[config.mk]
export PLATFORM = sky130hd
export DESIGN_NAME = scss_mul
export DESIGN_NICKNAME = d
export VERILOG_FILES = /design/src/design/surface_coulomb_source_sum_defines.svh /design/src/design/scss_pkg.sv /design/src/design/scss_mul.sv
export SDC_FILE = /design/constraint.sdc
export NUM_CORES = 2
export LEC_CHECK = 0
export BUFFER_PORTS_ARGS = -buffer_cell sky130_fd_sc_hd__buf_4
export CORE_UTILIZATION = 45
export DETAILED_ROUTE_END_ITERATION = 8
export GPL_TIMING_DRIVEN = 0
export PLACE_DENSITY = 0.69
export SLEW_MARGIN = 10
export SYNTH_ARGS = -nofsm -noshare
export SYNTH_HDL_FRONTEND = slang
export SYNTH_SLANG_ARGS = --single-unit
[constraint.sdc]
create_clock -name clk -period 13.27 [get_ports clk]
set_input_delay 1.9905 -clock clk [delete_from_list [all_inputs] [get_ports clk]]
set_output_delay 1.9905 -clock clk [all_outputs]
set_load 0.01 [all_outputs]
[src/design/surface_coulomb_source_sum_defines.svh]
// Assertion macros for the surface Coulomb source sum top level.
`ifndef SURFACE_COULOMB_SOURCE_SUM_DEFINES_SVH
`define SURFACE_COULOMB_SOURCE_SUM_DEFINES_SVH
`ifndef NO_ASSERTIONS
// Checked property, disabled while reset is asserted.
`define SCSS_ASSERT(lbl, prop) \
  lbl: assert property (@(posedge clk) disable iff (!rst_n) prop) \
    else $error("surface_coulomb_source_sum: check failed");
// Checked property that also holds across reset.
`define SCSS_ASSERT_ALWAYS(lbl, prop) \
  lbl: assert property (@(posedge clk) prop) \
    else $error("surface_coulomb_source_sum: check failed");
`else
`define SCSS_ASSERT(lbl, prop)
`define SCSS_ASSERT_ALWAYS(lbl, prop)
`endif
`endif

[src/design/scss_pkg.sv]
// Package with the shared widths, constants and status types of the source sum block.
package scss_pkg;

  // Shared multiplier: operands split into two halves.
  localparam int MUL_W  = 54;
  localparam int MUL_HALF = 27;
  localparam int PROD_W = 108;

  // Shared divider: divisor width and quotient width.
  localparam int DEN_W = 66;
  localparam int QUO_W = 53;

  // Accumulator and result widths.
  localparam int ACC_W = 62;
  localparam int OUT_W = 48;

  // round(2^32 / (4*pi)).
  localparam logic [28:0] INV_4PI_Q32 = 29'd341782638;

  // Largest magnitude a single term may take.
  localparam logic [QUO_W-1:0] TERM_CAP = 53'h10_0000_0000_0000;

  // Running sums stay within plus or minus 2^60.
  localparam logic signed [ACC_W-1:0] ACC_CAP = 62'sh1000_0000_0000_0000;

  // Signed 48 bit result range.
  localparam logic signed [ACC_W-1:0] OUT_MAX = 62'sh7FFF_FFFF_FFFF;
  localparam logic signed [ACC_W-1:0] OUT_MIN = -62'sh8000_0000_0000;

  // Status of the shared divider.
  typedef struct packed {
    logic done;
    logic capped;
  } scss_div_stat_t;

endpackage

[src/design/scss_mul.sv]
// Shared unsigned multiplier, four half-width partial products accumulated in sequence.
module scss_mul
  import scss_pkg::*;
(
  input  logic              clk,
  input  logic              rst_n,
  input  logic              start,
  input  logic [MUL_W-1:0]  a,
  input  logic [MUL_W-1:0]  b,
  output logic              done,
  output logic [PROD_W-1:0] p
);

  logic [MUL_W-1:0]    a_r, b_r;
  logic [PROD_W-1:0]   acc_r;
  logic [1:0]          step_r;
  logic                busy_r, done_r;
  logic [MUL_HALF-1:0] a_part, b_part;
  logic [MUL_W-1:0]    pp;
  logic [PROD_W-1:0]   addend;

  // Select the halves for this step and align the partial product.
  always_comb begin
    a_part = step_r[1] ? a_r[MUL_W-1:MUL_HALF] : a_r[MUL_HALF-1:0];
    b_part = step_r[0] ? b_r[MUL_W-1:MUL_HALF] : b_r[MUL_HALF-1:0];
    pp     = a_part * b_part;
    case (step_r)
      2'd0:    addend = PROD_W'(pp);
      2'd3:    addend = PROD_W'(pp) << (2 * MUL_HALF);
      default: addend = PROD_W'(pp) << MUL_HALF;
    endcase
  end

  // Sequence the partial products.
  always_ff @(posedge clk) begin
    if (!rst_n) begin
      busy_r <= 1'b0;
      done_r <= 1'b0;
      step_r <= 2'd0;
    end else begin
      done_r <= 1'b0;
      if (start) begin
        a_r    <= a;
        b_r    <= b;
        acc_r  <= '0;
        step_r <= 2'd0;
        busy_r <= 1'b1;
      end else if (busy_r) begin
        acc_r  <= acc_r + addend;
        step_r <= step_r + 2'd1;
        if (step_r == 2'd3) begin
          busy_r <= 1'b0;
          done_r <= 1'b1;
        end
      end
    end
  end

  assign done = done_r;
  assign p    = acc_r;

endmodule

==> results.tsv <==
metric	value	unit
status	complete, no violations	
register-to-register setup slack	0.43	ns
busiest grt layer	met2	
Setup crit start kind	flip-flop	
Worst EP required	13.69	ns
Mapped Area	39240	um^2
area of the multi-input gates	29150	um^2
worst r2r src	step_r[0]	
Post-CTS Hold Fix Bufs	0	
warning count from the yosys run	0	
Post-Syn Area per Cell	8.896	um^2
Setup Fix Bufs, Post-CTS	0	
first-pass GRT wire length	204600	um
final instance count without filler cells	5837	
syn_nets	5455	
number of distinct standard cells referenced by the synthesized netlist	88	
CTS max path bufs	3	
standard cell core area	85820	um^2
CTS clk-pin slew, worst paths	0.07	ns
instance count of the mapped netlist	4411	
total inserted antenna cells	0	
DRC violation count after routing	0	
per-cell routed wire length	23.08	um
Worst Hold Class	reg2reg	
Starting Density	45.73	%
highest clock rate	77.90	MHz
register area share after synthesis	16.73	%
startpoint of the worst hold path	busy_r	
die footprint	88390	um^2
total of endpoints with negative setup slack in the final report	0	
Min Clock Period, post-route	12.84	ns
Critical Path AT	13.26	ns
IO Count	220	
number of violations of the max-capacitance limit	0	
Final Max Tran Viols	0	
ys async rst share	0	%
Final Cell Area	43780	um^2
CP Capture Type	flip-flop	
GR Layer Usage met3	6.588	%
endpoint of the worst hold path	done	
max incr delay on CP	0.92	ns
height of the chip	297.3	um
violation count after the first detailed-route iteration	3307	
cell area after placement	42460	um^2
Nets	5712	
area added between synthesis and finish	11.55	%
count of endpoints failing hold in the final timing report	0	
wire length reported by the detailed router	134700	um
DP Cell Count	5779	
path depth of the worst reg2reg path	40	
cell depth of the worst hold path	2	
routed via count divided by cell count	5.641	
fraction of layout cells with a size suffix above 1	9.504	%
final estimated routing congestion in global placement	1.023	
via count of the first global-routing pass	32780	
commonest non-fill, non-tap cells in the layout	783 x inv_1, 625 x fa_1, 608 x nand2_1	
Post-Route Skew	0.04293	ns
number of enable flip-flop cells after synthesis	216	
top cells by area in the synthesized netlist	fa_1 32%, edfxtp_1 17%, ha_1 9.8%, inv_1 7.5%, nand2_1 5.8%	
pin count of the biggest net entering global routing	53	
Total Negative Setup Slacks	0	ns
TritonCTS clock tree	done	
endpoint of the worst-slack reg-to-reg timing path	p[107]	
dominant synthesized flop cell	edfxtp_1	
Routed Antenna Nets	0	
routed vias	32930	
Seq cells post-synth	220	
largest area contributor in the netlist	fa_1	
global-route usage over all layers	30.67	%
leftover overflow at the end of global routing	0	
Most common cell on crit path	fa_1	
Root Driver	clkbuf_16	
antenna violations before repair	1	
final worst hold slack	0.5427	ns
detailed placement HPWL	113000	um
path type of the worst setup path	reg2reg	
row cnt	107	
actual slew at the worst max-slew pin	1.400	ns
clock latency of the later-clocked register in the worst-skew pair	0.66	ns
share of the synthesized area in the top cell type	31.88	%
total number of H-tree levels	1	
First-pass DRT Iterations	5	
met2 routing resource usage after global routing	47.31	%
commonest non-fill, non-tap cell in the layout	inv_1	
met1 track demand over resource in global routing	42.22	%
Num Clock Sinks	220	
filler cell count	8111	
width of the die	297.3	um
critical path's slowest cell	mux2i_2	
input/output buffers	219	
Crit Path Max Fanout	10	
Register Area	6566	um^2
number of clock buffers inserted by TritonCTS	31	
worst rel slew slack	3.980	%
share of the clock period used by the worst path after layout	96.73	%
==> worst max path at each step <==
stage / startpoint / end / slack (ns) / cells after the start
after global routing: step_r[0] / p[93] / -0.04 / 41
after detailed placement: step_r[0] / p[89] / -0.79 / 40
after floorplan: step_r[0] / p[89] / 2.93 / 41
after global placement: step_r[0] / p[107] / -0.95 / 41
after CTS: step_r[0] / p[107] / 0.007 / 41
final: step_r[0] / p[107] / 0.43 / 40
==> worst max-delay path: cells and delay by family, from the launching register on <==
family,cells,cell delay [ns]
xor gates and xnor gates,2,0.54
and+or+nand+nor,6,1.01
buffers and inverters,7,1.23
adders and majority gates,9,4.40
AOI/OAI and AO/OA,15,4.11
DFF,1,0.33
muxes,1,0.92
==> per-stage QoR <==
| stage | setup slack (ns) | utilization [%] |
|---|---|---|
| after floorplan | 2.929 | - |
| after global placement | -0.9464 | 49.31 |
| after detailed placement | -0.7940 | 49.48 |
| after CTS | 0.007145 | 50.82 |
| after global routing | -0.04306 | 51.01 |
| final | 0.4337 | 51.01 |
==> cell usage after synthesis (5+ instances only) <==
cell      count
inv_1       783
fa_1        625
nand2_1     608
nor2_1      464
ha_1        308
edfxtp_1    216
a21oi_1     193
clkbuf_1    176
o21ai_0     104
a21o_1      100
xnor2_1      83
nand4_1      70
and2_1       69
mux2_2       56
xor2_1       53
mux2i_1      51
a22o_1       37
o21bai_1     29
nor3_1       28
nand2b_1     25
o21a_1       23
nand3_1      22
a31oi_1      21
nor2b_1      19
buf_1        17
and3_1       16
o31ai_1      16
a211oi_1     14
buf_2        14
or3_1        14
nor4_1       11
a21boi_0     10
o21ai_1       9
or2_2         8
o211ai_1      7
o22ai_1       7
a221o_1       5
a311oi_1      5
==> flip-flops by register name (all words and copies together), names as in the netlist <==
signal	cells
b_r	54
step_r	2
a_r	54
busy_r	1
p	108
done	1
==> area by class of cell <==
class | instances | area share, %
Multi-Input combinational cell | 3199 | 66.58
Sequential cell | 220 | 15.00
Inverter | 783 | 6.714
Timing Repair Buffer | 224 | 4.016
Tap cell | 1144 | 3.270
Buffer | 209 | 1.946
Clock buffer | 35 | 1.806
Clock inverter | 23 | 0.6631
==> cells by family after synthesis <==
kind of cell / count (synthesis) / share of synthesized area (%)
and+or+nand+nor: 1369 / 14.92
buffers and inverters: 992 / 9.556
adders and majority gates: 933 / 41.71
AOI/OAI and AO/OA: 653 / 11.09
DFF: 220 / 16.73
xor gates and xnor gates: 137 / 3.093
muxes: 107 / 2.908
==> metal layers <==
layer  vias to the layer above  wire length (um)
met2                      1748             59450
met1                     16250             55610
met3                       285             13650
met4                         2              6019
li1                      14640                 -
met5                         -                13
==> what timing repair did <==
action                                  CTS  global route
endpoints found under the setup margin   47            40
endpoints found under the hold margin     0             0
gates resized for setup                  25            63
Power is not shown: default switching activity piles up to over one toggle a cycle in this logic, so the estimate is an artifact.
