--- src/design/surface_coulomb_source_sum_defines.svh ---
// Assertion macros for the surface Coulomb source sum top level.
`ifndef SURFACE_COULOMB_SOURCE_SUM_DEFINES_SVH
`define SURFACE_COULOMB_SOURCE_SUM_DEFINES_SVH
`ifndef NO_ASSERTIONS
// Checked property, disabled while reset is asserted.
`define SCSS_ASSERT(lbl, prop) \
  lbl: assert property (@(posedge clk) disable iff (!rst_n) prop) \
    else $error("surface_coulomb_source_sum: check failed");
// Checked property that also holds across reset.
`define SCSS_ASSERT_ALWAYS(lbl, prop) \
  lbl: assert property (@(posedge clk) prop) \
    else $error("surface_coulomb_source_sum: check failed");
`else
`define SCSS_ASSERT(lbl, prop)
`define SCSS_ASSERT_ALWAYS(lbl, prop)
`endif
`endif

--- src/design/scss_pkg.sv ---
// Package with the shared widths, constants and status types of the source sum block.
package scss_pkg;

  // Shared multiplier: operands split into two halves.
  localparam int MUL_W  = 54;
  localparam int MUL_HALF = 27;
  localparam int PROD_W = 108;

  // Shared divider: divisor width and quotient width.
  localparam int DEN_W = 66;
  localparam int QUO_W = 53;

  // Accumulator and result widths.
  localparam int ACC_W = 62;
  localparam int OUT_W = 48;

  // round(2^32 / (4*pi)).
  localparam logic [28:0] INV_4PI_Q32 = 29'd341782638;

  // Largest magnitude a single term may take.
  localparam logic [QUO_W-1:0] TERM_CAP = 53'h10_0000_0000_0000;

  // Running sums stay within plus or minus 2^60.
  localparam logic signed [ACC_W-1:0] ACC_CAP = 62'sh1000_0000_0000_0000;

  // Signed 48 bit result range.
  localparam logic signed [ACC_W-1:0] OUT_MAX = 62'sh7FFF_FFFF_FFFF;
  localparam logic signed [ACC_W-1:0] OUT_MIN = -62'sh8000_0000_0000;

  // Status of the shared divider.
  typedef struct packed {
    logic done;
    logic capped;
  } scss_div_stat_t;

endpackage

--- src/design/scss_div.sv ---
// Shared restoring divider, one quotient bit per cycle, result clamped to the term cap.
module scss_div
  import scss_pkg::*;
(
  input  logic              clk,
  input  logic              rst_n,
  input  logic              start,
  input  logic [PROD_W-1:0] num,
  input  logic [DEN_W-1:0]  den,
  output logic [QUO_W-1:0]  quo,
  output scss_div_stat_t    stat
);

  logic [DEN_W-1:0]         rem_r, den_r;
  logic [QUO_W-1:0]         nlo_r, quo_r;
  logic [5:0]               cnt_r;
  logic                     busy_r, done_r, capped_r;
  logic [PROD_W-QUO_W-1:0]  hi;
  logic [DEN_W:0]           sh, diff;
  logic                     qbit;
  logic [QUO_W-1:0]         qn;

  // Trial subtraction for the current quotient bit.
  always_comb begin
    hi   = num[PROD_W-1:QUO_W];
    sh   = {rem_r, nlo_r[QUO_W-1]};
    diff = sh - {1'b0, den_r};
    qbit = (sh >= {1'b0, den_r});
    qn   = {quo_r[QUO_W-2:0], qbit};
  end

  // A quotient of 2^53 or more is seen at the start from the upper bits alone.
  always_ff @(posedge clk) begin
    if (!rst_n) begin
      busy_r   <= 1'b0;
      done_r   <= 1'b0;
      capped_r <= 1'b0;
      cnt_r    <= '0;
    end else begin
      done_r <= 1'b0;
      if (start) begin
        den_r    <= den;
        capped_r <= 1'b0;
        if (DEN_W'(hi) >= den) begin
          quo_r    <= TERM_CAP;
          capped_r <= 1'b1;
          done_r   <= 1'b1;
        end else begin
          rem_r  <= DEN_W'(hi);
          nlo_r  <= num[QUO_W-1:0];
          quo_r  <= '0;
          cnt_r  <= 6'(QUO_W);
          busy_r <= 1'b1;
        end
      end else if (busy_r) begin
        rem_r <= qbit ? diff[DEN_W-1:0] : sh[DEN_W-1:0];
        nlo_r <= {nlo_r[QUO_W-2:0], 1'b0};
        cnt_r <= cnt_r - 6'd1;
        quo_r <= qn;
        if (cnt_r == 6'd1) begin
          busy_r <= 1'b0;
          done_r <= 1'b1;
          if (qn > TERM_CAP) begin
            quo_r    <= TERM_CAP;
            capped_r <= 1'b1;
          end
        end
      end
    end
  end

  assign quo         = quo_r;
  assign stat.done   = done_r;
  assign stat.capped = capped_r;

endmodule

--- config.mk ---
export PLATFORM = sky130hd
export DESIGN_NAME = scss_div
export DESIGN_NICKNAME = d
export VERILOG_FILES = /design/src/design/surface_coulomb_source_sum_defines.svh /design/src/design/scss_pkg.sv /design/src/design/scss_div.sv
export SDC_FILE = /design/constraint.sdc
export NUM_CORES = 1
export LEC_CHECK = 0
export BUFFER_PORTS_ARGS = -buffer_cell sky130_fd_sc_hd__buf_2
export CAP_MARGIN = 25
export CORE_ASPECT_RATIO = 1.25
export CORE_MARGIN = 5
export CORE_UTILIZATION = 35
export CTS_BUF_LIST = sky130_fd_sc_hd__clkbuf_4
export DETAILED_ROUTE_END_ITERATION = 8
export GPL_TIMING_DRIVEN = 0
export PLACE_DENSITY_LB_ADDON = 0.25
export SYNTH_ARGS = -nofsm -noshare
export SYNTH_HDL_FRONTEND = slang
export SYNTH_SLANG_ARGS = --single-unit
--- constraint.sdc ---
create_clock -name clk -period 8.7 [get_ports clk]
set_input_delay 0.435 -clock clk [delete_from_list [all_inputs] [get_ports clk]]
set_output_delay 0.435 -clock clk [all_outputs]
set_load 0.03 [all_outputs]
==> impl_metrics.tcl <==
set metrics [dict create \
    outcome "finished, final reports clean" \
    cpMaxStageDelayCell "nor3_1" \
    die_w_um 200 \
    cts_sinks 247 \
    fp-row-count 87 \
    netlist_instances 1508 \
    num_vias 13500 \
    slew_headroom_pct 35.4 \
    setup.worst_path.end_class "flop" \
    grt_max_degree 50 \
    fillers 4304 \
    die_h_um 247 \
    viasPerCell 5.15 \
    antenna_found_initial 7 \
    dpl.hpwl_um 35800 \
    cp_common_cell "buf_12" \
    ctsResizeCount 0 \
    final_util_pct 45.5 \
    grt_pass1_vias 14500 \
    ys.flop_type "edfxtp_1" \
    ir_drop_uv 137 \
    wl_per_cell_um 18.3 \
    cap_violations 0 \
    drt_wl_total_um 48000 \
    syn_area_um2 15800 \
    cp.required_ns 9.20 \
    clock_latency_ns 0.80 \
    ctsRootBufferMaster "clkbuf_4" \
    crit_buf_inv 4 \
    grt_pass1_wl_um 75700 \
    hold_viol 0 \
    clock_path_buffers 3 \
    rsz0062_at_grt "false" \
    setup_violations 0 \
    synth_warnings 0 \
    p_leak_uw 0.00878 \
    async_reset_ff_share_pct 0 \
    cts_tree "yes" \
    finalCriticalPeriod_ns 4.45 \
    cp_top_family "simple AND/OR/NAND/NOR gates" \
    post_cts_buffers 0 \
    drc_errors 0 \
    ioPinCount 232 \
    cts_buffers 71 \
    multi_input_area_um2 7620 \
    cp_data_arrival_time_ns 4.95 \
    overflow 0 \
    cts_max_level 3 \
    ys_ff_latch 247 \
    fmax_mhz 225 \
    area_delta_synth_final_pct 29.2 \
    cpPeakStageDelay_ns 0.58 \
    hold_ws_ns 0.0969 \
    clkTransAtPathRegs_ns 0.06 \
    track_usage_pct 19.2 \
    nets 2290 \
    ys_seq_area_share_pct 46.4 \
    drtIter0Drc 567 \
    cp_cell_sequence "dlygate4sd3_1 > buf_2 > ha_1 > and3_1 > nand3_1 > or3_1 > nor4_1 > o21ai_0 > a311oi_1 > a31oi_1 > nor3_1 > nor2b_4 > buf_12 > buf_12" \
    gp_congestion 0.894 \
    drive_above_1_share_pct 21.5 \
    seqCellArea_um2 7330 \
    ys_types 68 \
    synth_edf_count 238 \
    drv_slew 0 \
    detail_route.first_pass.iterations 5 \
    synth_fp_nets 1809 \
    start_util_pct 35.2 \
    drt.antenna.violating_nets 0 \
    syn_avg_cell_area_um2 10.5 \
    critical_path.startpoint_type "input pin" \
    critical_path_class "input pin to flop" \
    portBuffers 229 \
    fin_crit_sh_pct 51.2 \
    worst_hold_path_type "input pin to flop" \
    core_area_um2 44800 \
    skew_ns 0.0612 \
    powerDensity_nw_per_um2 176 \
    worst_pin_slew_ns 0.964 \
    die_area_um2 49500 \
    crit_fanout 31 \
]
[metal layers]
layer | global-route usage, % | part of all wire (%) | vias to the layer above
met5 | 0 | 0.023 | -
met1 | 22.2 | 41 | 6443
li1 | - | - | 6571
met4 | 8.73 | 3.7 | 2
met2 | 33.6 | 49 | 380
met3 | 4.68 | 6.2 | 105
[tightest hold or removal path, stage by stage]
cell     delay, ns
buf_2         0.10
nor2_1        0.05
a21oi_1       0.14
[path summary, 6_finish.rpt]
path | endpoint | depth (start not counted) | slack, ns | start
min | rem_r[26] | 3 | 0.1 | num[79]
min reg2reg | capped_r | 2 | 0.51 | capped_r
max | nlo_r[20] | 14 | 4.25 | num[81]
max reg2reg | quo[18] | 13 | 4.49 | rem_r[41]
[through the flow]
stage | TNS [ns] | setup slack (ns) | instances | area (um2) | power [uW]
final | 0 | 4.25 | 2620 | 20400 | 3590
after global routing | 0 | 4.06 | 2619 | 20400 | 3820
after CTS | 0 | 4.28 | 2613 | 20400 | 3640
after detailed placement | 0 | 4.00 | 2321 | 17800 | 2470
after global placement | -430.32 | -3.62 | 2315 | 17700 | 2470
after floorplan | 0 | 0.491 | 1508 | 15800 | 2190
[area by class of cell]
cell class | count | share of cell area (%)
clock buffers | 103 | 3.79
plain buffers | 71 | 1.53
well taps | 578 | 3.54
inverters | 144 | 2.65
multi-input cells | 1046 | 37.4
flip-flops and latches | 247 | 35.9
repair buffers | 408 | 14.8
clock inverters | 16 | 0.356
diodes | 7 | 0.0859
[timing repair]
item                                   4_1_cts  5_1_grt
hold buffers                               173        0
setup endpoints to repair                    0        0
endpoints found under the hold margin      177        0
[cells by family (layout without fill, tap and decap cells)]
logic type      after synthesis  count (layout)  synth area share (%)
mux                         104             104                  7.02
compound gates              377             377                  15.1
simple gates                375             375                  12.5
fa+ha+maj                   124             124                  9.87
other cells                   0               7                     0
xor+xnor                     66              66                  3.66
buf+inv                     215             742                  5.40
flops                       247             247                  46.4
[Yosys cell counts, types with 10 or more instances]
cell | n | area share, %
a211oi_1 | 11 | 0.52
a21o_1 | 65 | 3.1
a21oi_1 | 144 | 4.6
a31oi_1 | 12 | 0.48
buf_2 | 16 | 0.51
clkbuf_1 | 44 | 1.0
edfxtp_1 | 238 | 45
ha_1 | 123 | 9.7
inv_1 | 144 | 3.4
mux2_2 | 54 | 3.9
mux2i_1 | 50 | 3.2
nand2_1 | 68 | 1.6
nand3_1 | 18 | 0.57
nand4_1 | 42 | 1.7
nor2_1 | 100 | 2.4
nor2b_1 | 14 | 0.55
nor3_1 | 18 | 0.57
nor3b_1 | 52 | 2.5
nor4_1 | 25 | 0.99
o21a_1 | 13 | 0.62
o21ai_0 | 54 | 1.7
o21bai_1 | 10 | 0.48
xnor2_1 | 41 | 2.3
xor2_1 | 25 | 1.4
[report_power, final]
group / total (uW) / switching [uW] / leakage [uW] / internal, uW
clock: 1070 / 532 / 0.000502 / 540
sequential: 1470 / 44.2 / 0.00234 / 1420
combinational: 1050 / 596 / 0.00593 / 451
total: 3590 / 1170 / 0.00878 / 2410
[sequential cells by signal, summed over array words and instances (netlist names)]
register,cells
busy_r,1
rem_r,66
capped_r,1
cnt_r,6
nlo_r,53
done_r,1
quo,53
den_r,66
[cells in the final DEF (no fill, tap or decap), types with 8 or more instances in the layout]
cell type	netlist	layout
mux2_2	54	54
dlygate4sd3_1	0	173
nor3b_1	52	52
o21ai_0	54	54
dfxtp_1	9	9
ha_1	123	123
xor2_1	25	25
a211oi_1	11	11
clkbuf_4	0	103
nor4_1	25	25
a22o_1	8	8
nand4_1	42	42
clkbuf_1	44	44
clkinv_1	0	10
nand2_1	68	68
a21oi_1	144	144
nor2_1	100	100
nand3_1	18	18
a31oi_1	12	12
inv_1	144	144
nor3_1	18	18
edfxtp_1	238	238
a21o_1	65	65
nor2b_1	14	13
mux2i_1	50	50
buf_2	16	245
o21a_1	13	12
o21bai_1	10	10
xnor2_1	41	41
Power figures use the tool's default switching activity.
